## src/rtl/gtm_pkg.sv

```systemverilog
// Shared types and constants for the gamepad to mouse mapper.
// Used by every module of the block; depends on nothing.
package gtm_pkg;

    // Configuration port
    localparam int ADDR_W = 4;
    localparam int DATA_W = 32;

    typedef enum logic [1:0] {
        REG_DEAD_ZONE = 2'd0,
        REG_TRIG_LVL  = 2'd1,
        REG_SPEED     = 2'd2
    } reg_idx_t;

    localparam logic [14:0]       DEAD_ZONE_RST = 15'd4096;
    localparam logic signed [7:0] TRIG_LVL_RST  = 8'sd64;
    localparam logic [4:0]        SPEED_RST     = 5'd4;

    // Input opcodes
    typedef enum logic [2:0] {
        OP_STICK  = 3'd0,
        OP_TRIG   = 3'd1,
        OP_MOD    = 3'd2,
        OP_ACTIVE = 3'd3,
        OP_TICK   = 3'd4
    } op_t;

    // Result kinds
    typedef enum logic [1:0] {
        EV_BUTTON = 2'd0,
        EV_MOVE   = 2'd1,
        EV_SCROLL = 2'd2
    } ev_t;

    // Stick axis handling
    localparam logic signed [15:0] AXIS_MIN = 16'sh8000;
    localparam logic signed [15:0] Y_CLAMP  = 16'sh8001;
    localparam int                 RAD_W    = 15;

    // Square root unit: one result bit per cycle
    localparam int               ROOT_W     = 8;
    localparam int               SQ_W       = 2 * ROOT_W;
    localparam int               ROOT_CNT_W = 3;
    localparam logic [ROOT_W-1:0]     ROOT_TOP  = 8'h80;
    localparam logic [ROOT_CNT_W-1:0] ROOT_LAST = 3'd7;

    // Divider: one quotient bit per cycle
    localparam int                   DIV_W     = 12;
    localparam int                   DIV_CNT_W = 4;
    localparam logic [DIV_CNT_W-1:0] DIV_LAST  = 4'd11;

    // Tick arithmetic
    localparam logic [4:0]  SPEED_MAX   = 5'd16;
    localparam logic [5:0]  DIV_BASE    = 6'd32;
    localparam logic [11:0] MOVE_NUM_K  = 12'd5;
    localparam logic [11:0] SCRL_NUM_K  = 12'd100;
    localparam logic [11:0] SCRL_DEN_K  = 12'd20;
    localparam logic [5:0]  SCROLL_STEP = 6'd20;
    localparam logic [4:0]  DELAY_MIN   = 5'd5;
    localparam logic [4:0]  DELAY_MAX   = 5'd20;

    typedef enum logic [1:0] {
        DSEL_X     = 2'd0,
        DSEL_Y     = 2'd1,
        DSEL_DELAY = 2'd2
    } div_sel_t;

    typedef enum logic [1:0] {
        OSEL_BTN_L = 2'd0,
        OSEL_BTN_R = 2'd1,
        OSEL_TICK  = 2'd2
    } out_sel_t;

    typedef enum logic [3:0] {
        S_IDLE,
        S_DECODE,
        S_SQX_GO,
        S_SQX_WAIT,
        S_SQY_GO,
        S_SQY_WAIT,
        S_BTN_L,
        S_BTN_R,
        S_COMMIT,
        S_DX_GO,
        S_DX_WAIT,
        S_DY_GO,
        S_DY_WAIT,
        S_DD_GO,
        S_DD_WAIT,
        S_EMIT_TICK
    } state_t;

    typedef struct packed {
        logic     load_in;
        logic     sqrt_start;
        logic     sqrt_sel_y;
        logic     store_vx;
        logic     store_vy;
        logic     div_start;
        div_sel_t div_sel;
        logic     div_store;
        logic     out_load;
        out_sel_t out_sel;
        logic     out_last;
        logic     commit;
    } cmd_t;

    typedef struct packed {
        op_t  op;
        logic flag;
        logic chg_left;
        logic chg_right;
        logic tick_go;
        logic scroll_mode;
        logic sqrt_busy;
        logic div_busy;
        logic out_free;
    } stat_t;

endpackage

```

## src/rtl/gtm_sqrt.sv

```systemverilog
// Iterative integer square root, one root bit per cycle (MSB first).
// Depends on gtm_pkg for widths.
module gtm_sqrt (
    input  logic                         clk,
    input  logic                         rst_n,
    input  logic                         start,
    input  logic [gtm_pkg::RAD_W-1:0]    radicand,
    output logic                         busy,
    output logic [gtm_pkg::ROOT_W-1:0]   root
);

    logic [gtm_pkg::RAD_W-1:0]      rad_reg,  rad_next;
    logic [gtm_pkg::ROOT_W-1:0]     root_reg, root_next;
    logic [gtm_pkg::ROOT_CNT_W-1:0] step_reg, step_next;
    logic                           busy_reg, busy_next;

    logic [gtm_pkg::ROOT_W-1:0] trial;
    logic [gtm_pkg::SQ_W-1:0]   trial_w;
    logic [gtm_pkg::SQ_W-1:0]   trial_sq;
    logic                       fits;

    assign trial    = root_reg | (gtm_pkg::ROOT_TOP >> step_reg);
    assign trial_w  = {{gtm_pkg::ROOT_W{1'b0}}, trial};
    assign trial_sq = trial_w * trial_w;
    assign fits     = trial_sq <= {{(gtm_pkg::SQ_W - gtm_pkg::RAD_W){1'b0}}, rad_reg};

    always_comb
    begin
        rad_next  = rad_reg;
        root_next = root_reg;
        step_next = step_reg;
        busy_next = busy_reg;
        if (start)
        begin
            rad_next  = radicand;
            root_next = '0;
            step_next = '0;
            busy_next = 1'b1;
        end
        else if (busy_reg)
        begin
            if (fits)
                root_next = trial;
            step_next = step_reg + 1'b1;
            if (step_reg == gtm_pkg::ROOT_LAST)
                busy_next = 1'b0;
        end
    end

    always_ff @(posedge clk or negedge rst_n)
    begin
        if (!rst_n)
        begin
            busy_reg <= 1'b0;
            step_reg <= '0;
        end
        else
        begin
            busy_reg <= busy_next;
            step_reg <= step_next;
        end
    end

    always_ff @(posedge clk)
    begin
        rad_reg  <= rad_next;
        root_reg <= root_next;
    end

    assign busy = busy_reg;
    assign root = root_reg;

endmodule

```

## src/rtl/gtm_div.sv

```systemverilog
// Restoring unsigned divider, one quotient bit per cycle.
// Depends on gtm_pkg for widths.
module gtm_div (
    input  logic                        clk,
    input  logic                        rst_n,
    input  logic                        start,
    input  logic [gtm_pkg::DIV_W-1:0]   dividend,
    input  logic [gtm_pkg::DIV_W-1:0]   divisor,
    output logic                        busy,
    output logic [gtm_pkg::DIV_W-1:0]   quotient
);

    logic [gtm_pkg::DIV_W-1:0]     rem_reg, rem_next;
    logic [gtm_pkg::DIV_W-1:0]     quo_reg, quo_next;
    logic [gtm_pkg::DIV_W-1:0]     den_reg, den_next;
    logic [gtm_pkg::DIV_CNT_W-1:0] cnt_reg, cnt_next;
    logic                          busy_reg, busy_next;

    logic [gtm_pkg::DIV_W:0] shifted;
    logic [gtm_pkg::DIV_W:0] diff;
    logic                    ge;

    // Bring down the next dividend bit and try a subtract
    assign shifted = {rem_reg, quo_reg[gtm_pkg::DIV_W-1]};
    assign ge      = shifted >= {1'b0, den_reg};
    assign diff    = shifted - {1'b0, den_reg};

    always_comb
    begin
        rem_next  = rem_reg;
        quo_next  = quo_reg;
        den_next  = den_reg;
        cnt_next  = cnt_reg;
        busy_next = busy_reg;
        if (start)
        begin
            rem_next  = '0;
            quo_next  = dividend;
            den_next  = divisor;
            cnt_next  = '0;
            busy_next = 1'b1;
        end
        else if (busy_reg)
        begin
            rem_next = ge ? diff[gtm_pkg::DIV_W-1:0] : shifted[gtm_pkg::DIV_W-1:0];
            quo_next = {quo_reg[gtm_pkg::DIV_W-2:0], ge};
            cnt_next = cnt_reg + 1'b1;
            if (cnt_reg == gtm_pkg::DIV_LAST)
                busy_next = 1'b0;
        end
    end

    always_ff @(posedge clk or negedge rst_n)
    begin
        if (!rst_n)
        begin
            busy_reg <= 1'b0;
            cnt_reg  <= '0;
        end
        else
        begin
            busy_reg <= busy_next;
            cnt_reg  <= cnt_next;
        end
    end

    always_ff @(posedge clk)
    begin
        rem_reg <= rem_next;
        quo_reg <= quo_next;
        den_reg <= den_next;
    end

    assign busy     = busy_reg;
    assign quotient = quo_reg;

endmodule

```

## src/rtl/gtm_datapath.sv

```systemverilog
// Datapath: item latch, mapper state, square root and divider units, result register.
// Depends on gtm_pkg, gtm_sqrt and gtm_div; driven by gtm_ctrl commands.
module gtm_datapath (
    input  logic                 clk,
    input  logic                 rst_n,
    input  gtm_pkg::cmd_t        cmd,
    output gtm_pkg::stat_t       stat,
    input  logic [2:0]           opcode,
    input  logic signed [15:0]   stick_x,
    input  logic signed [15:0]   stick_y,
    input  logic signed [7:0]    trigger_left,
    input  logic signed [7:0]    trigger_right,
    input  logic                 flag,
    input  logic [14:0]          dead_zone,
    input  logic signed [7:0]    trigger_level,
    input  logic [4:0]           speed,
    input  logic                 out_ready,
    output logic                 out_valid,
    output logic [1:0]           event_kind,
    output logic                 button_id,
    output logic                 button_pressed,
    output logic signed [4:0]    move_x,
    output logic signed [4:0]    move_y,
    output logic signed [5:0]    scroll_amount,
    output logic [4:0]           next_delay_ms,
    output logic                 last
);

    // Latched item
    gtm_pkg::op_t       op_reg;
    logic signed [15:0] sx_reg, sy_reg;
    logic signed [7:0]  tl_reg, tr_reg;
    logic               flag_reg;

    // Mapper state
    logic              active_reg, active_next;
    logic signed [8:0] vx_reg, vx_next;
    logic signed [8:0] vy_reg, vy_next;
    logic              left_reg, left_next;
    logic              right_reg, right_next;
    logic              scroll_reg, scroll_next;

    // Tick results
    logic [3:0] qx_reg, qx_next;
    logic [3:0] qy_reg, qy_next;
    logic [4:0] dly_reg, dly_next;

    // Result register
    logic              ovalid_reg, ovalid_next;
    gtm_pkg::ev_t      kind_reg, kind_next;
    logic              id_reg, id_next;
    logic              press_reg, press_next;
    logic signed [4:0] mx_reg, mx_next;
    logic signed [4:0] my_reg, my_next;
    logic signed [5:0] sc_reg, sc_next;
    logic [4:0]        odly_reg, odly_next;
    logic              last_reg, last_next;

    // Stick axis to square root operand
    logic [15:0]                 x_abs, y_abs;
    logic signed [15:0]          y_cl;
    logic [gtm_pkg::RAD_W-1:0]   mag, radicand;
    logic                        kill, neg;
    logic                        sqrt_busy;
    logic [gtm_pkg::ROOT_W-1:0]  root;
    logic signed [8:0]           axis_val;

    assign x_abs    = sx_reg[15] ? (16'd0 - sx_reg) : sx_reg;
    assign y_cl     = (sy_reg == gtm_pkg::AXIS_MIN) ? gtm_pkg::Y_CLAMP : sy_reg;
    assign y_abs    = y_cl[15] ? (16'd0 - y_cl) : y_cl;
    assign mag      = cmd.sqrt_sel_y ? y_abs[gtm_pkg::RAD_W-1:0] : x_abs[gtm_pkg::RAD_W-1:0];
    assign kill     = (mag < dead_zone) ||
                      (!cmd.sqrt_sel_y && (sx_reg == gtm_pkg::AXIS_MIN));
    // y takes the inverted sign after the root, so a positive raw y gives a negative result
    assign neg      = cmd.sqrt_sel_y ? !y_cl[15] : sx_reg[15];
    assign radicand = mag - dead_zone;
    assign axis_val = kill ? 9'sd0 : (neg ? (9'sd0 - $signed({1'b0, root})) :
                                            $signed({1'b0, root}));

    gtm_sqrt u_sqrt (
        .clk      (clk),
        .rst_n    (rst_n),
        .start    (cmd.sqrt_start),
        .radicand (radicand),
        .busy     (sqrt_busy),
        .root     (root)
    );

    // Triggers: new button levels, forced to release on deactivation
    logic ld, rd, new_left, new_right;

    assign ld        = tl_reg > trigger_level;
    assign rd        = tr_reg > trigger_level;
    assign new_left  = (op_reg == gtm_pkg::OP_TRIG) ? ld : 1'b0;
    assign new_right = (op_reg == gtm_pkg::OP_TRIG) ? rd : 1'b0;

    // Tick operands
    logic [7:0]  ax, ay;
    logic [4:0]  sp;
    logic [5:0]  dv;
    logic [11:0] d12, ax12, ay12, ax20, m_move, m_scroll;
    logic [11:0] dividend, divisor, quotient;
    logic        div_busy;
    logic [4:0]  delay_cl;

    assign ax       = vx_reg[8] ? 8'(9'd0 - vx_reg) : 8'(vx_reg);
    assign ay       = vy_reg[8] ? 8'(9'd0 - vy_reg) : 8'(vy_reg);
    assign sp       = (speed > gtm_pkg::SPEED_MAX) ? gtm_pkg::SPEED_MAX : speed;
    assign dv       = gtm_pkg::DIV_BASE - {1'b0, sp};
    assign d12      = 12'(dv);
    assign ax12     = 12'(ax);
    assign ay12     = 12'(ay);
    assign ax20     = ax12 * gtm_pkg::SCRL_DEN_K;
    assign m_move   = (ax12 > ay12) ? ax12 : ay12;
    assign m_scroll = (ax20 > ay12) ? ax20 : ay12;

    always_comb
    begin
        case (cmd.div_sel)
            gtm_pkg::DSEL_X:
            begin
                dividend = ax12;
                divisor  = d12;
            end
            gtm_pkg::DSEL_Y:
            begin
                dividend = ay12;
                divisor  = d12;
            end
            gtm_pkg::DSEL_DELAY:
            begin
                dividend = scroll_reg ? d12 * gtm_pkg::SCRL_NUM_K : d12 * gtm_pkg::MOVE_NUM_K;
                divisor  = scroll_reg ? m_scroll : m_move;
            end
            default:
            begin
                dividend = ax12;
                divisor  = d12;
            end
        endcase
    end

    gtm_div u_div (
        .clk      (clk),
        .rst_n    (rst_n),
        .start    (cmd.div_start),
        .dividend (dividend),
        .divisor  (divisor),
        .busy     (div_busy),
        .quotient (quotient)
    );

    assign delay_cl = (quotient < 12'(gtm_pkg::DELAY_MIN)) ? gtm_pkg::DELAY_MIN :
                      (quotient > 12'(gtm_pkg::DELAY_MAX)) ? gtm_pkg::DELAY_MAX :
                      quotient[4:0];

    // Step per axis: the quotient, at least one for a nonzero axis value
    logic [3:0] mag_x, mag_y;

    assign mag_x = (qx_reg == 4'd0 && ax != 8'd0) ? 4'd1 : qx_reg;
    assign mag_y = (qy_reg == 4'd0 && ay != 8'd0) ? 4'd1 : qy_reg;

    always_comb
    begin
        qx_next  = qx_reg;
        qy_next  = qy_reg;
        dly_next = dly_reg;
        if (cmd.div_store)
        begin
            case (cmd.div_sel)
                gtm_pkg::DSEL_X:     qx_next  = quotient[3:0];
                gtm_pkg::DSEL_Y:     qy_next  = quotient[3:0];
                gtm_pkg::DSEL_DELAY: dly_next = delay_cl;
                default:             dly_next = delay_cl;
            endcase
        end
    end

    // Mapper state update
    always_comb
    begin
        active_next = active_reg;
        vx_next     = vx_reg;
        vy_next     = vy_reg;
        left_next   = left_reg;
        right_next  = right_reg;
        scroll_next = scroll_reg;
        if (cmd.store_vx)
            vx_next = axis_val;
        if (cmd.store_vy)
            vy_next = axis_val;
        if (cmd.commit)
        begin
            case (op_reg)
                gtm_pkg::OP_TRIG:
                begin
                    left_next  = new_left;
                    right_next = new_right;
                end
                gtm_pkg::OP_MOD:
                    scroll_next = flag_reg;
                gtm_pkg::OP_ACTIVE:
                begin
                    active_next = flag_reg;
                    if (!flag_reg)
                    begin
                        vx_next    = '0;
                        vy_next    = '0;
                        left_next  = 1'b0;
                        right_next = 1'b0;
                    end
                end
                default:
                    scroll_next = scroll_reg;
            endcase
        end
    end

    // Result register
    always_comb
    begin
        ovalid_next = ovalid_reg;
        kind_next   = kind_reg;
        id_next     = id_reg;
        press_next  = press_reg;
        mx_next     = mx_reg;
        my_next     = my_reg;
        sc_next     = sc_reg;
        odly_next   = odly_reg;
        last_next   = last_reg;
        if (out_ready)
            ovalid_next = 1'b0;
        if (cmd.out_load)
        begin
            ovalid_next = 1'b1;
            last_next   = cmd.out_last;
            kind_next   = gtm_pkg::EV_BUTTON;
            id_next     = 1'b0;
            press_next  = 1'b0;
            mx_next     = '0;
            my_next     = '0;
            sc_next     = '0;
            odly_next   = '0;
            case (cmd.out_sel)
                gtm_pkg::OSEL_BTN_L:
                    press_next = new_left;
                gtm_pkg::OSEL_BTN_R:
                begin
                    id_next    = 1'b1;
                    press_next = new_right;
                end
                gtm_pkg::OSEL_TICK:
                begin
                    odly_next = dly_reg;
                    if (scroll_reg)
                    begin
                        kind_next = gtm_pkg::EV_SCROLL;
                        if (vy_reg > 9'sd0)
                            sc_next = 6'd0 - gtm_pkg::SCROLL_STEP;
                        else if (vy_reg < 9'sd0)
                            sc_next = gtm_pkg::SCROLL_STEP;
                    end
                    else
                    begin
                        kind_next = gtm_pkg::EV_MOVE;
                        mx_next   = vx_reg[8] ? (5'd0 - {1'b0, mag_x}) : {1'b0, mag_x};
                        my_next   = vy_reg[8] ? (5'd0 - {1'b0, mag_y}) : {1'b0, mag_y};
                    end
                end
                default:
                    press_next = 1'b0;
            endcase
        end
    end

    always_ff @(posedge clk or negedge rst_n)
    begin
        if (!rst_n)
        begin
            active_reg <= 1'b0;
            vx_reg     <= '0;
            vy_reg     <= '0;
            left_reg   <= 1'b0;
            right_reg  <= 1'b0;
            scroll_reg <= 1'b0;
            ovalid_reg <= 1'b0;
        end
        else
        begin
            active_reg <= active_next;
            vx_reg     <= vx_next;
            vy_reg     <= vy_next;
            left_reg   <= left_next;
            right_reg  <= right_next;
            scroll_reg <= scroll_next;
            ovalid_reg <= ovalid_next;
        end
    end

    always_ff @(posedge clk)
    begin
        if (cmd.load_in)
        begin
            op_reg   <= gtm_pkg::op_t'(opcode);
            sx_reg   <= stick_x;
            sy_reg   <= stick_y;
            tl_reg   <= trigger_left;
            tr_reg   <= trigger_right;
            flag_reg <= flag;
        end
        qx_reg    <= qx_next;
        qy_reg    <= qy_next;
        dly_reg   <= dly_next;
        kind_reg  <= kind_next;
        id_reg    <= id_next;
        press_reg <= press_next;
        mx_reg    <= mx_next;
        my_reg    <= my_next;
        sc_reg    <= sc_next;
        odly_reg  <= odly_next;
        last_reg  <= last_next;
    end

    assign stat.op          = op_reg;
    assign stat.flag        = flag_reg;
    assign stat.chg_left    = new_left != left_reg;
    assign stat.chg_right   = new_right != right_reg;
    assign stat.tick_go     = active_reg && (vx_reg != 9'sd0 || vy_reg != 9'sd0);
    assign stat.scroll_mode = scroll_reg;
    assign stat.sqrt_busy   = sqrt_busy;
    assign stat.div_busy    = div_busy;
    assign stat.out_free    = !ovalid_reg || out_ready;

    assign out_valid      = ovalid_reg;
    assign event_kind     = kind_reg;
    assign button_id      = id_reg;
    assign button_pressed = press_reg;
    assign move_x         = mx_reg;
    assign move_y         = my_reg;
    assign scroll_amount  = sc_reg;
    assign next_delay_ms  = odly_reg;
    assign last           = last_reg;

endmodule

```

## src/rtl/gtm_ctrl.sv

```systemverilog
// Controller state machine: sequences one item through the datapath.
// Depends on gtm_pkg for state, command and status types.
module gtm_ctrl (
    input  logic           clk,
    input  logic           rst_n,
    input  logic           in_valid,
    output logic           in_ready,
    input  gtm_pkg::stat_t stat,
    output gtm_pkg::cmd_t  cmd
);

    gtm_pkg::state_t state_reg, state_next;

    always_comb
    begin
        state_next = state_reg;
        case (state_reg)
            gtm_pkg::S_IDLE:
                if (in_valid)
                    state_next = gtm_pkg::S_DECODE;
            gtm_pkg::S_DECODE:
            begin
                case (stat.op)
                    gtm_pkg::OP_STICK:  state_next = gtm_pkg::S_SQX_GO;
                    gtm_pkg::OP_TRIG:   state_next = gtm_pkg::S_BTN_L;
                    gtm_pkg::OP_MOD:    state_next = gtm_pkg::S_COMMIT;
                    gtm_pkg::OP_ACTIVE:
                        state_next = stat.flag ? gtm_pkg::S_COMMIT : gtm_pkg::S_BTN_L;
                    gtm_pkg::OP_TICK:
                        if (!stat.tick_go)
                            state_next = gtm_pkg::S_IDLE;
                        else if (stat.scroll_mode)
                            state_next = gtm_pkg::S_DD_GO;
                        else
                            state_next = gtm_pkg::S_DX_GO;
                    default:            state_next = gtm_pkg::S_IDLE;
                endcase
            end
            gtm_pkg::S_SQX_GO:
                state_next = gtm_pkg::S_SQX_WAIT;
            gtm_pkg::S_SQX_WAIT:
                if (!stat.sqrt_busy)
                    state_next = gtm_pkg::S_SQY_GO;
            gtm_pkg::S_SQY_GO:
                state_next = gtm_pkg::S_SQY_WAIT;
            gtm_pkg::S_SQY_WAIT:
                if (!stat.sqrt_busy)
                    state_next = gtm_pkg::S_IDLE;
            gtm_pkg::S_BTN_L:
                if (!stat.chg_left || stat.out_free)
                    state_next = gtm_pkg::S_BTN_R;
            gtm_pkg::S_BTN_R:
                if (!stat.chg_right || stat.out_free)
                    state_next = gtm_pkg::S_COMMIT;
            gtm_pkg::S_COMMIT:
                state_next = gtm_pkg::S_IDLE;
            gtm_pkg::S_DX_GO:
                state_next = gtm_pkg::S_DX_WAIT;
            gtm_pkg::S_DX_WAIT:
                if (!stat.div_busy)
                    state_next = gtm_pkg::S_DY_GO;
            gtm_pkg::S_DY_GO:
                state_next = gtm_pkg::S_DY_WAIT;
            gtm_pkg::S_DY_WAIT:
                if (!stat.div_busy)
                    state_next = gtm_pkg::S_DD_GO;
            gtm_pkg::S_DD_GO:
                state_next = gtm_pkg::S_DD_WAIT;
            gtm_pkg::S_DD_WAIT:
                if (!stat.div_busy)
                    state_next = gtm_pkg::S_EMIT_TICK;
            gtm_pkg::S_EMIT_TICK:
                if (stat.out_free)
                    state_next = gtm_pkg::S_IDLE;
            default:
                state_next = gtm_pkg::S_IDLE;
        endcase
    end

    always_comb
    begin
        in_ready       = 1'b0;
        cmd            = '0;
        cmd.div_sel    = gtm_pkg::DSEL_X;
        cmd.out_sel    = gtm_pkg::OSEL_TICK;
        case (state_reg)
            gtm_pkg::S_IDLE:
            begin
                in_ready    = 1'b1;
                cmd.load_in = in_valid;
            end
            gtm_pkg::S_SQX_GO:
                cmd.sqrt_start = 1'b1;
            gtm_pkg::S_SQX_WAIT:
                cmd.store_vx = !stat.sqrt_busy;
            gtm_pkg::S_SQY_GO:
            begin
                cmd.sqrt_start = 1'b1;
                cmd.sqrt_sel_y = 1'b1;
            end
            gtm_pkg::S_SQY_WAIT:
            begin
                cmd.sqrt_sel_y = 1'b1;
                cmd.store_vy   = !stat.sqrt_busy;
            end
            gtm_pkg::S_BTN_L:
            begin
                // left is the final item only when right does not change
                cmd.out_sel  = gtm_pkg::OSEL_BTN_L;
                cmd.out_last = !stat.chg_right;
                cmd.out_load = stat.chg_left && stat.out_free;
            end
            gtm_pkg::S_BTN_R:
            begin
                cmd.out_sel  = gtm_pkg::OSEL_BTN_R;
                cmd.out_last = 1'b1;
                cmd.out_load = stat.chg_right && stat.out_free;
            end
            gtm_pkg::S_COMMIT:
                cmd.commit = 1'b1;
            gtm_pkg::S_DX_GO:
                cmd.div_start = 1'b1;
            gtm_pkg::S_DX_WAIT:
                cmd.div_store = !stat.div_busy;
            gtm_pkg::S_DY_GO:
            begin
                cmd.div_sel   = gtm_pkg::DSEL_Y;
                cmd.div_start = 1'b1;
            end
            gtm_pkg::S_DY_WAIT:
            begin
                cmd.div_sel   = gtm_pkg::DSEL_Y;
                cmd.div_store = !stat.div_busy;
            end
            gtm_pkg::S_DD_GO:
            begin
                cmd.div_sel   = gtm_pkg::DSEL_DELAY;
                cmd.div_start = 1'b1;
            end
            gtm_pkg::S_DD_WAIT:
            begin
                cmd.div_sel   = gtm_pkg::DSEL_DELAY;
                cmd.div_store = !stat.div_busy;
            end
            gtm_pkg::S_EMIT_TICK:
            begin
                cmd.out_sel  = gtm_pkg::OSEL_TICK;
                cmd.out_last = 1'b1;
                cmd.out_load = stat.out_free;
            end
            default:
                in_ready = 1'b0;
        endcase
    end

    always_ff @(posedge clk or negedge rst_n)
    begin
        if (!rst_n)
            state_reg <= gtm_pkg::S_IDLE;
        else
            state_reg <= state_next;
    end

endmodule

```

## src/rtl/gamepad_to_mouse_mapper_core.sv

```systemverilog
// Gamepad to mouse mapper: takes one item at a time and turns stick, trigger, modifier,
// activation and tick items into button, pointer move and scroll results. A single
// result register sits on the output, so the next item is taken while the last result
// waits. Per item: a stick update runs two 8-step square roots, one per axis; a tick in
// pointer mode runs three 12-step divisions on one shared divider (x step, y step,
// delay); a tick in scroll mode runs the delay division only. A trigger update or a
// deactivation passes through the left and right button states before the commit; a
// modifier change or an activation goes straight to the commit; an unused opcode or a
// tick that emits nothing returns to idle. Button and tick results may wait for the
// result register to drain. Registers sit on the APB port at 0x0 dead_zone, 0x4
// trigger_level and 0x8 speed, and should be written only while the block is idle.
// Depends on gtm_pkg, gtm_ctrl and gtm_datapath.
module gamepad_to_mouse_mapper_core (
    input  logic                          clk,
    input  logic                          rst_n,
    // APB configuration port
    input  logic                          psel,
    input  logic                          penable,
    input  logic                          pwrite,
    input  logic [gtm_pkg::ADDR_W-1:0]    paddr,
    input  logic [gtm_pkg::DATA_W-1:0]    pwdata,
    output logic [gtm_pkg::DATA_W-1:0]    prdata,
    output logic                          pready,
    // Input items
    input  logic                          in_valid,
    output logic                          in_ready,
    input  logic [2:0]                    opcode,
    input  logic signed [15:0]            stick_x,
    input  logic signed [15:0]            stick_y,
    input  logic signed [7:0]             trigger_left,
    input  logic signed [7:0]             trigger_right,
    input  logic                          flag,
    // Result items
    output logic                          out_valid,
    input  logic                          out_ready,
    output logic [1:0]                    event_kind,
    output logic                          button_id,
    output logic                          button_pressed,
    output logic signed [4:0]             move_x,
    output logic signed [4:0]             move_y,
    output logic signed [5:0]             scroll_amount,
    output logic [4:0]                    next_delay_ms,
    output logic                          last
);

    logic [14:0]       dz_reg, dz_next;
    logic signed [7:0] tl_reg, tl_next;
    logic [4:0]        spd_reg, spd_next;
    logic              wr_en;
    gtm_pkg::reg_idx_t wr_idx;

    gtm_pkg::cmd_t  cmd;
    gtm_pkg::stat_t stat;

    assign pready = 1'b1;
    assign wr_en  = psel && penable && pwrite && pready;
    assign wr_idx = gtm_pkg::reg_idx_t'(paddr[3:2]);

    always_comb
    begin
        dz_next  = dz_reg;
        tl_next  = tl_reg;
        spd_next = spd_reg;
        if (wr_en)
        begin
            case (wr_idx)
                gtm_pkg::REG_DEAD_ZONE: dz_next  = pwdata[14:0];
                gtm_pkg::REG_TRIG_LVL:  tl_next  = pwdata[7:0];
                gtm_pkg::REG_SPEED:     spd_next = pwdata[4:0];
                default:                dz_next  = dz_reg;
            endcase
        end
    end

    always_comb
    begin
        case (wr_idx)
            gtm_pkg::REG_DEAD_ZONE: prdata = {17'd0, dz_reg};
            gtm_pkg::REG_TRIG_LVL:  prdata = {24'd0, tl_reg};
            gtm_pkg::REG_SPEED:     prdata = {27'd0, spd_reg};
            default:                prdata = '0;
        endcase
    end

    always_ff @(posedge clk or negedge rst_n)
    begin
        if (!rst_n)
        begin
            dz_reg  <= gtm_pkg::DEAD_ZONE_RST;
            tl_reg  <= gtm_pkg::TRIG_LVL_RST;
            spd_reg <= gtm_pkg::SPEED_RST;
        end
        else
        begin
            dz_reg  <= dz_next;
            tl_reg  <= tl_next;
            spd_reg <= spd_next;
        end
    end

    gtm_ctrl u_ctrl (
        .clk      (clk),
        .rst_n    (rst_n),
        .in_valid (in_valid),
        .in_ready (in_ready),
        .stat     (stat),
        .cmd      (cmd)
    );

    gtm_datapath u_dp (
        .clk            (clk),
        .rst_n          (rst_n),
        .cmd            (cmd),
        .stat           (stat),
        .opcode         (opcode),
        .stick_x        (stick_x),
        .stick_y        (stick_y),
        .trigger_left   (trigger_left),
        .trigger_right  (trigger_right),
        .flag           (flag),
        .dead_zone      (dz_reg),
        .trigger_level  (tl_reg),
        .speed          (spd_reg),
        .out_ready      (out_ready),
        .out_valid      (out_valid),
        .event_kind     (event_kind),
        .button_id      (button_id),
        .button_pressed (button_pressed),
        .move_x         (move_x),
        .move_y         (move_y),
        .scroll_amount  (scroll_amount),
        .next_delay_ms  (next_delay_ms),
        .last           (last)
    );

`ifndef SYNTHESIS
    // One item at a time: an accepted item blocks the input for the next cycle
    a_one_item: assert property (@(posedge clk) disable iff (!rst_n)
        (in_valid && in_ready) |=> !in_ready)
        else $error("input taken while previous item in progress");

    // Pointer moves always carry a clamped delay
    a_move_delay: assert property (@(posedge clk) disable iff (!rst_n)
        (out_valid && event_kind == gtm_pkg::EV_MOVE) |->
        (next_delay_ms >= gtm_pkg::DELAY_MIN && next_delay_ms <= gtm_pkg::DELAY_MAX))
        else $error("move delay out of range");

    // Only a button pair can leave a result that is not the final one
    a_not_last: assert property (@(posedge clk) disable iff (!rst_n)
        (out_valid && !last) |-> (event_kind == gtm_pkg::EV_BUTTON))
        else $error("non-final result is not a button item");
`endif

endmodule
```

## config.mk

```make
export PLATFORM = sky130hd
export DESIGN_NAME = gamepad_to_mouse_mapper_core
export DESIGN_NICKNAME = d
export VERILOG_FILES = /design/src/rtl/gtm_pkg.sv /design/src/rtl/gtm_sqrt.sv /design/src/rtl/gtm_div.sv /design/src/rtl/gtm_datapath.sv /design/src/rtl/gtm_ctrl.sv /design/src/rtl/gamepad_to_mouse_mapper_core.sv
export SDC_FILE = /design/constraint.sdc
export NUM_CORES = 1
export LEC_CHECK = 0
export BUFFER_PORTS_ARGS = -buffer_cell sky130_fd_sc_hd__buf_2
export CORE_MARGIN = 2
export CORE_UTILIZATION = 60
export DETAILED_ROUTE_END_ITERATION = 12
export HOLD_SLACK_MARGIN = 0.1
export PLACE_DENSITY = 0.85
export SLEW_MARGIN = 30
export SYNTH_ARGS = -nofsm -noshare
export SYNTH_HDL_FRONTEND = slang
export SYNTH_SLANG_ARGS = --single-unit
```

## constraint.sdc

```tcl
create_clock -name clk -period 13.1 [get_ports clk]
set_input_delay 1.31 -clock clk [delete_from_list [all_inputs] [get_ports clk]]
set_output_delay 1.31 -clock clk [all_outputs]
set_load 0.01 [all_outputs]
```

# Yosys cells after proc, flatten, opt, wreduce, memory -nomap -nowiden
# Cells that the tools add are included.
# totals
regBits	214
in_bits	95
output_inout_bits	61
word_cells	257
# classes
add_sub_neg	12
multipliers	4
magnitude_cmp	12
n_eq_ne	41
shift	1
mux	80
bitwise	6
reduce_logical	59
# ops
operator	count
9-bit 2-to-1 mux	10
12-bit 2-to-1 mux	6
4-bit 2-to-1 mux	17
4-bit one-hot mux with 16 select lines	1
15-bit 2-to-1 mux	3
15-bit one-hot mux with 3 select lines	1
4-bit equality test (second input constant)	9
16-bit equality test (second input constant)	2
1-bit by 15-bit subtractor with 15-bit output (first input constant)	2
8-bit greater-than comparator	3
8-bit 2-to-1 mux	3
12-bit one-hot mux with 2 select lines	1
1-bit 2-to-1 mux	22
4-bit one-hot mux with 5 select lines	1
2-bit AND reduction	10
9-bit nonzero test	2
4-bit by 3-bit equality test with 1-bit output (second input constant)	4
16-bit by 15-bit <= comparator with 1-bit output	1
8-bit by 8-bit multiplier with 16-bit output	1
16-bit 2-to-1 mux	1
8-bit nonzero test	2
1-bit by 8-bit subtractor with 8-bit output (first input constant)	2
15-bit < comparator	1
5-bit 2-to-1 mux	3
47 further kinds	107

# Longest topological paths before layout
# depth
word_depth	12
depth_mapped	25
mapped_depth_nobuf	25

# Hierarchy
# From an unflattened synthesis, not the netlist that was laid out.
# unflattened
cells_unflattened	1584
hier_area_um2	15617.5
# modules_own_cells
mod	n_inst	cells_each	area_each_um2	seq_area_each_um2
gtm_datapath	1	867	8320.5	3218.1
gtm_sqrt	1	318	3032.9	710.7
gtm_div	1	217	2346.0	1086.0
gamepad_to_mouse_mapper_core	1	113	1426.4	704.4
gtm_ctrl	1	69	491.7	100.1

# Worst setup path before layout
# No wires, ideal clock.
# synth_timing
path_kind	register to register
start	register u_dp.u_sqrt.step_reg[0] (netlist name)
end	register u_dp.u_sqrt.root_reg (netlist bit u_dp.u_sqrt.root[0])
arrival_ps	6229
path_slack_ps	6809
path_stages_with_launch	24
path_cell_list	dfrtp_1 > ha_1 > a21oi_1 > inv_1 > nand2_1 > inv_1 > fa_1 > fa_1 > inv_1 > fa_1 > fa_1 > inv_1 > ha_1 > or3_1 > o2111ai_1 > nand2_1 > a21oi_1 > xnor2_1 > ha_1 > a21o_1 > a21oi_1 > o2111ai_1 > a2111oi_2 > a22o_1
# synth_between
elab_chain_cells	5
# synth_lines
element	line_no	source
start: declaration	gtm_sqrt.sv:14	logic [gtm_pkg::ROOT_CNT_W-1:0] step_reg, step_next;
start signal: assignment	gtm_sqrt.sv:60	step_reg <= step_next;
8-bit by 3-bit right shift with 8-bit output *	gtm_sqrt.sv:22	assign trial = root_reg | (gtm_pkg::ROOT_TOP >> step_reg);
8-bit OR *	gtm_sqrt.sv:22	
8-bit by 8-bit multiplier with 16-bit output	gtm_sqrt.sv:24	assign trial_sq = trial_w * trial_w;
16-bit by 15-bit <= comparator with 1-bit output	gtm_sqrt.sv:25	assign fits = trial_sq <= {{(gtm_pkg::SQ_W - gtm_pkg::RAD_W){1'b0}}, rad_reg};
2-bit AND reduction (no source line)	n/a	
end signal: assignment	gtm_sqrt.sv:67	root_reg <= root_next;
end: declaration	gtm_sqrt.sv:13	logic [gtm_pkg::ROOT_W-1:0] root_reg, root_next;
# Every way passes the cells marked *; elsewhere a longest branch is shown, timed or not.
# A chain may end at the register's enable or synchronous reset.

# Worst setup path after layout
# layout_timing
start	register u_dp.u_sqrt.step_reg[1] (netlist name)
end	register u_dp.u_sqrt.root_reg (netlist bit u_dp.u_sqrt.root[2])
# Same word-level chain as after synthesis.

==> results.toml <==
[clock_tree]
cts_buffers = 23
clock_latency_ns = 0.52
holdBufCountCts = 0
cts_root_buf = "clkbuf_16"
cts_sinks = 211
cts_tree = "yes"
cts_buffer_depth = 3
post_cts_buffers = 0
post_cts_resize_count = 0
cts.clk_slew.worst_paths_ns = 0.06
htree_num_levels = 1

[global_routing]
antenna_found_initial = 0
overflow = 0
grt_pass1_vias = 11800
grt_max_degree = 65
grt_pass1_wl_um = 56700
grt.total_usage_pct = 26.1

[synthesis]
synth_area_leaders = "edfxtp_1, ha_1, dfrtp_1, inv_1, fa_1"
synthFlopType = "edfxtp_1"
ys_types = 81
synthArstFlopShare_pct = 30.3
seq_area_frac_synth_pct = 38.1
synth_area_sq_um = 15300
post-synth-top-area-cell = "edfxtp_1"
avgSynthCellArea_sq_um = 9.49
synth.top_cell.area_share_pct = 24.9
synth_edf_count = 127
netlist_instances = 1612
synth_seq_cells = 211
yosys_warnings = 0

[critical_path]
worstSetupPathType = "reg2reg"
r2r-start = "u_dp.u_sqrt.step_reg[1]"
worstSetupEndpointType = "flip-flop"
worstPathRequired_ns = 13.55
startpoint_type = "flip-flop"
worst_ep_arrival_time_ns = 7.78
critPathMaxFanout = 8
crit_path_start = "u_dp.u_sqrt.step_reg[1]"
r2r_slack_ns = 5.77

[placement]
place_congestion = 0.938
place_area_sq_um = 16100
placed_cells = 2015
port_buffers = 116
dp_hpwl_um = 26300

[routing]
firstDrtPassIters = 5
drc_errors = 0
initialDrtViolationCount = 1273
ant_nets = 0
num_vias = 12400
wl_um = 35200
avgRoutedWirePerCell_um = 17.1
viasPerCell = 6.02

[sta]
final_max_slew_viol_count = 0
tightestPinTransition_ns = 0.939
slew_headroom_pct = 37.0
period_minus_slack_ns = 7.33
fin_tns_setup_ns = 0
hold_viol = 0
fin_crit_sh_pct = 56.0
clock.fmax_mhz = 136
rsz0062_at_grt = "no"
fin_skew_ns = 0.0176
setup_violations = 0

[outcome]
outcome = "finished clean"

[final_layout]
drive_gt1_share_pct = 12.2
final_cells = 2057
nFillCells = 1872
synthToLayoutAreaGrowth_pct = 10.1
n_antenna_cell = 0
fin_area_sq_um = 16800
multiInputGateArea_sq_um = 8580
seq_area_sq_um = 5820
nNetsFinal = 1990

[min_path]
hp-start = "u_dp.u_div.rem_reg[9]"
hp-class = "reg2reg"

[floorplan]
core_sq_um = 25100
rows = 58
die_width_um = 164
die_area_sq_um = 26800
num_io_pins = 156
dieHeight_um = 164
start_util_pct = 60.9

[flow_run]
maxCapViolations = 0
final timing paths:
path	to	cells after the start
min in group asynchronous	u_dp.u_div.cnt_reg[1]	2
min	u_dp.u_div.rem_reg[10]	2
max reg2reg	u_dp.u_sqrt.root[2]	24
max	u_dp.u_sqrt.root[2]	24
min reg2reg	u_dp.u_div.rem_reg[10]	2
max in group asynchronous	u_dp.vx_reg[4]	2
layer usage:
metal / up-vias / track usage [%] / part of all wire (%)
met5: - / 0 / 0
met4: 0 / 6.62 / 2.4
met3: 63 / 3.94 / 7.2
met2: 536 / 46.0 / 50
met1: 5908 / 33.6 / 41
li1: 5870 / - / -
critical path, cell delays in order, from the launching register on:
cell and delay, ns:
dfrtp_1 0.39, inv_1 0.09, ha_1 0.22, a21oi_1 0.64, inv_1 0.20, nand2_1 0.16
inv_1 0.09, fa_1 0.50, fa_1 0.54, inv_1 0.05, fa_1 0.51, fa_1 0.55
inv_1 0.05, ha_1 0.25, or3_1 0.40, o2111ai_1 0.27, nand2_1 0.08, a21oi_1 0.18
xnor2_1 0.14, ha_1 0.26, a21o_1 0.18, a21oi_1 0.20, o2111ai_1 0.17, a2111oi_2 0.90
a22o_1 0.25
cell families after synthesis:
kind of cell	synth area share, %
muxes	3.20
buffers and inverters	6.50
xor gates and xnor gates	6.12
DFF	38.1
and+or+nand+nor	14.0
AOI/OAI and AO/OA	15.5
other	0.0491
adders and majority gates	16.6
synthesized netlist by cell type, types with 15 or more instances:
master and instances:
nor2b_1 19, dfrtp_1 61, xor2_1 43, mux2i_1 32, a21oi_1 101, nand4_1 20, nand2b_1 15, fa_1 30
o21ai_0 104, or3_1 15, ha_1 155, a211oi_1 15, dfxtp_1 20, edfxtp_1 127, nor3_1 34, nand3_1 23
inv_1 166, nand2_1 127, xnor2_1 62, buf_4 21, clkbuf_1 48, mux2_2 15, a21o_1 19, nor2_1 135
layout by cell type, fill, tap and decap left out, drive strengths merged, types with 10 or more instances in the layout:
cell and n:
inv 168, ha 155, nor2 135, nand2 127, edfxtp 127, buf 126
o21ai 106, a21oi 101, xnor2 62, dfrtp 61, xor2 44, nor3 35
mux2i 32, fa 30, clkbuf 26, nand3 23, conb 22, nand4 20
dfxtp 20, nor2b 19, a21o 19, or3 16, a211oi 15, nand2b 15
mux2 15, o211ai 14, a31oi 14, o21a 13, a22o 13, o31ai 12
clkinv 12, and3 10
metrics by stage:
stage,setup WS [ns],util (%),hold slack [ns]
after floorplan,6.81,-,0.465
after global placement,6.13,64.1,0.476
after detailed placement,5.92,64.1,0.496
after CTS,5.84,67.0,0.506
after global routing,5.27,67.1,0.526
final,5.77,67.1,0.506
area by class of cell:
type | instances | area share (%)
tap | 330 | 2.45
clock inverter | 16 | 0.870
multi-input combinational | 1180 | 51.0
inverter | 168 | 3.75
timing repair buffer | 126 | 3.89
sequential | 211 | 34.6
clock buffer | 26 | 3.49
Power is left out: the tool's default activity adds up to more than one toggle a clock period on the data nets, which glitch-free logic cannot reach.
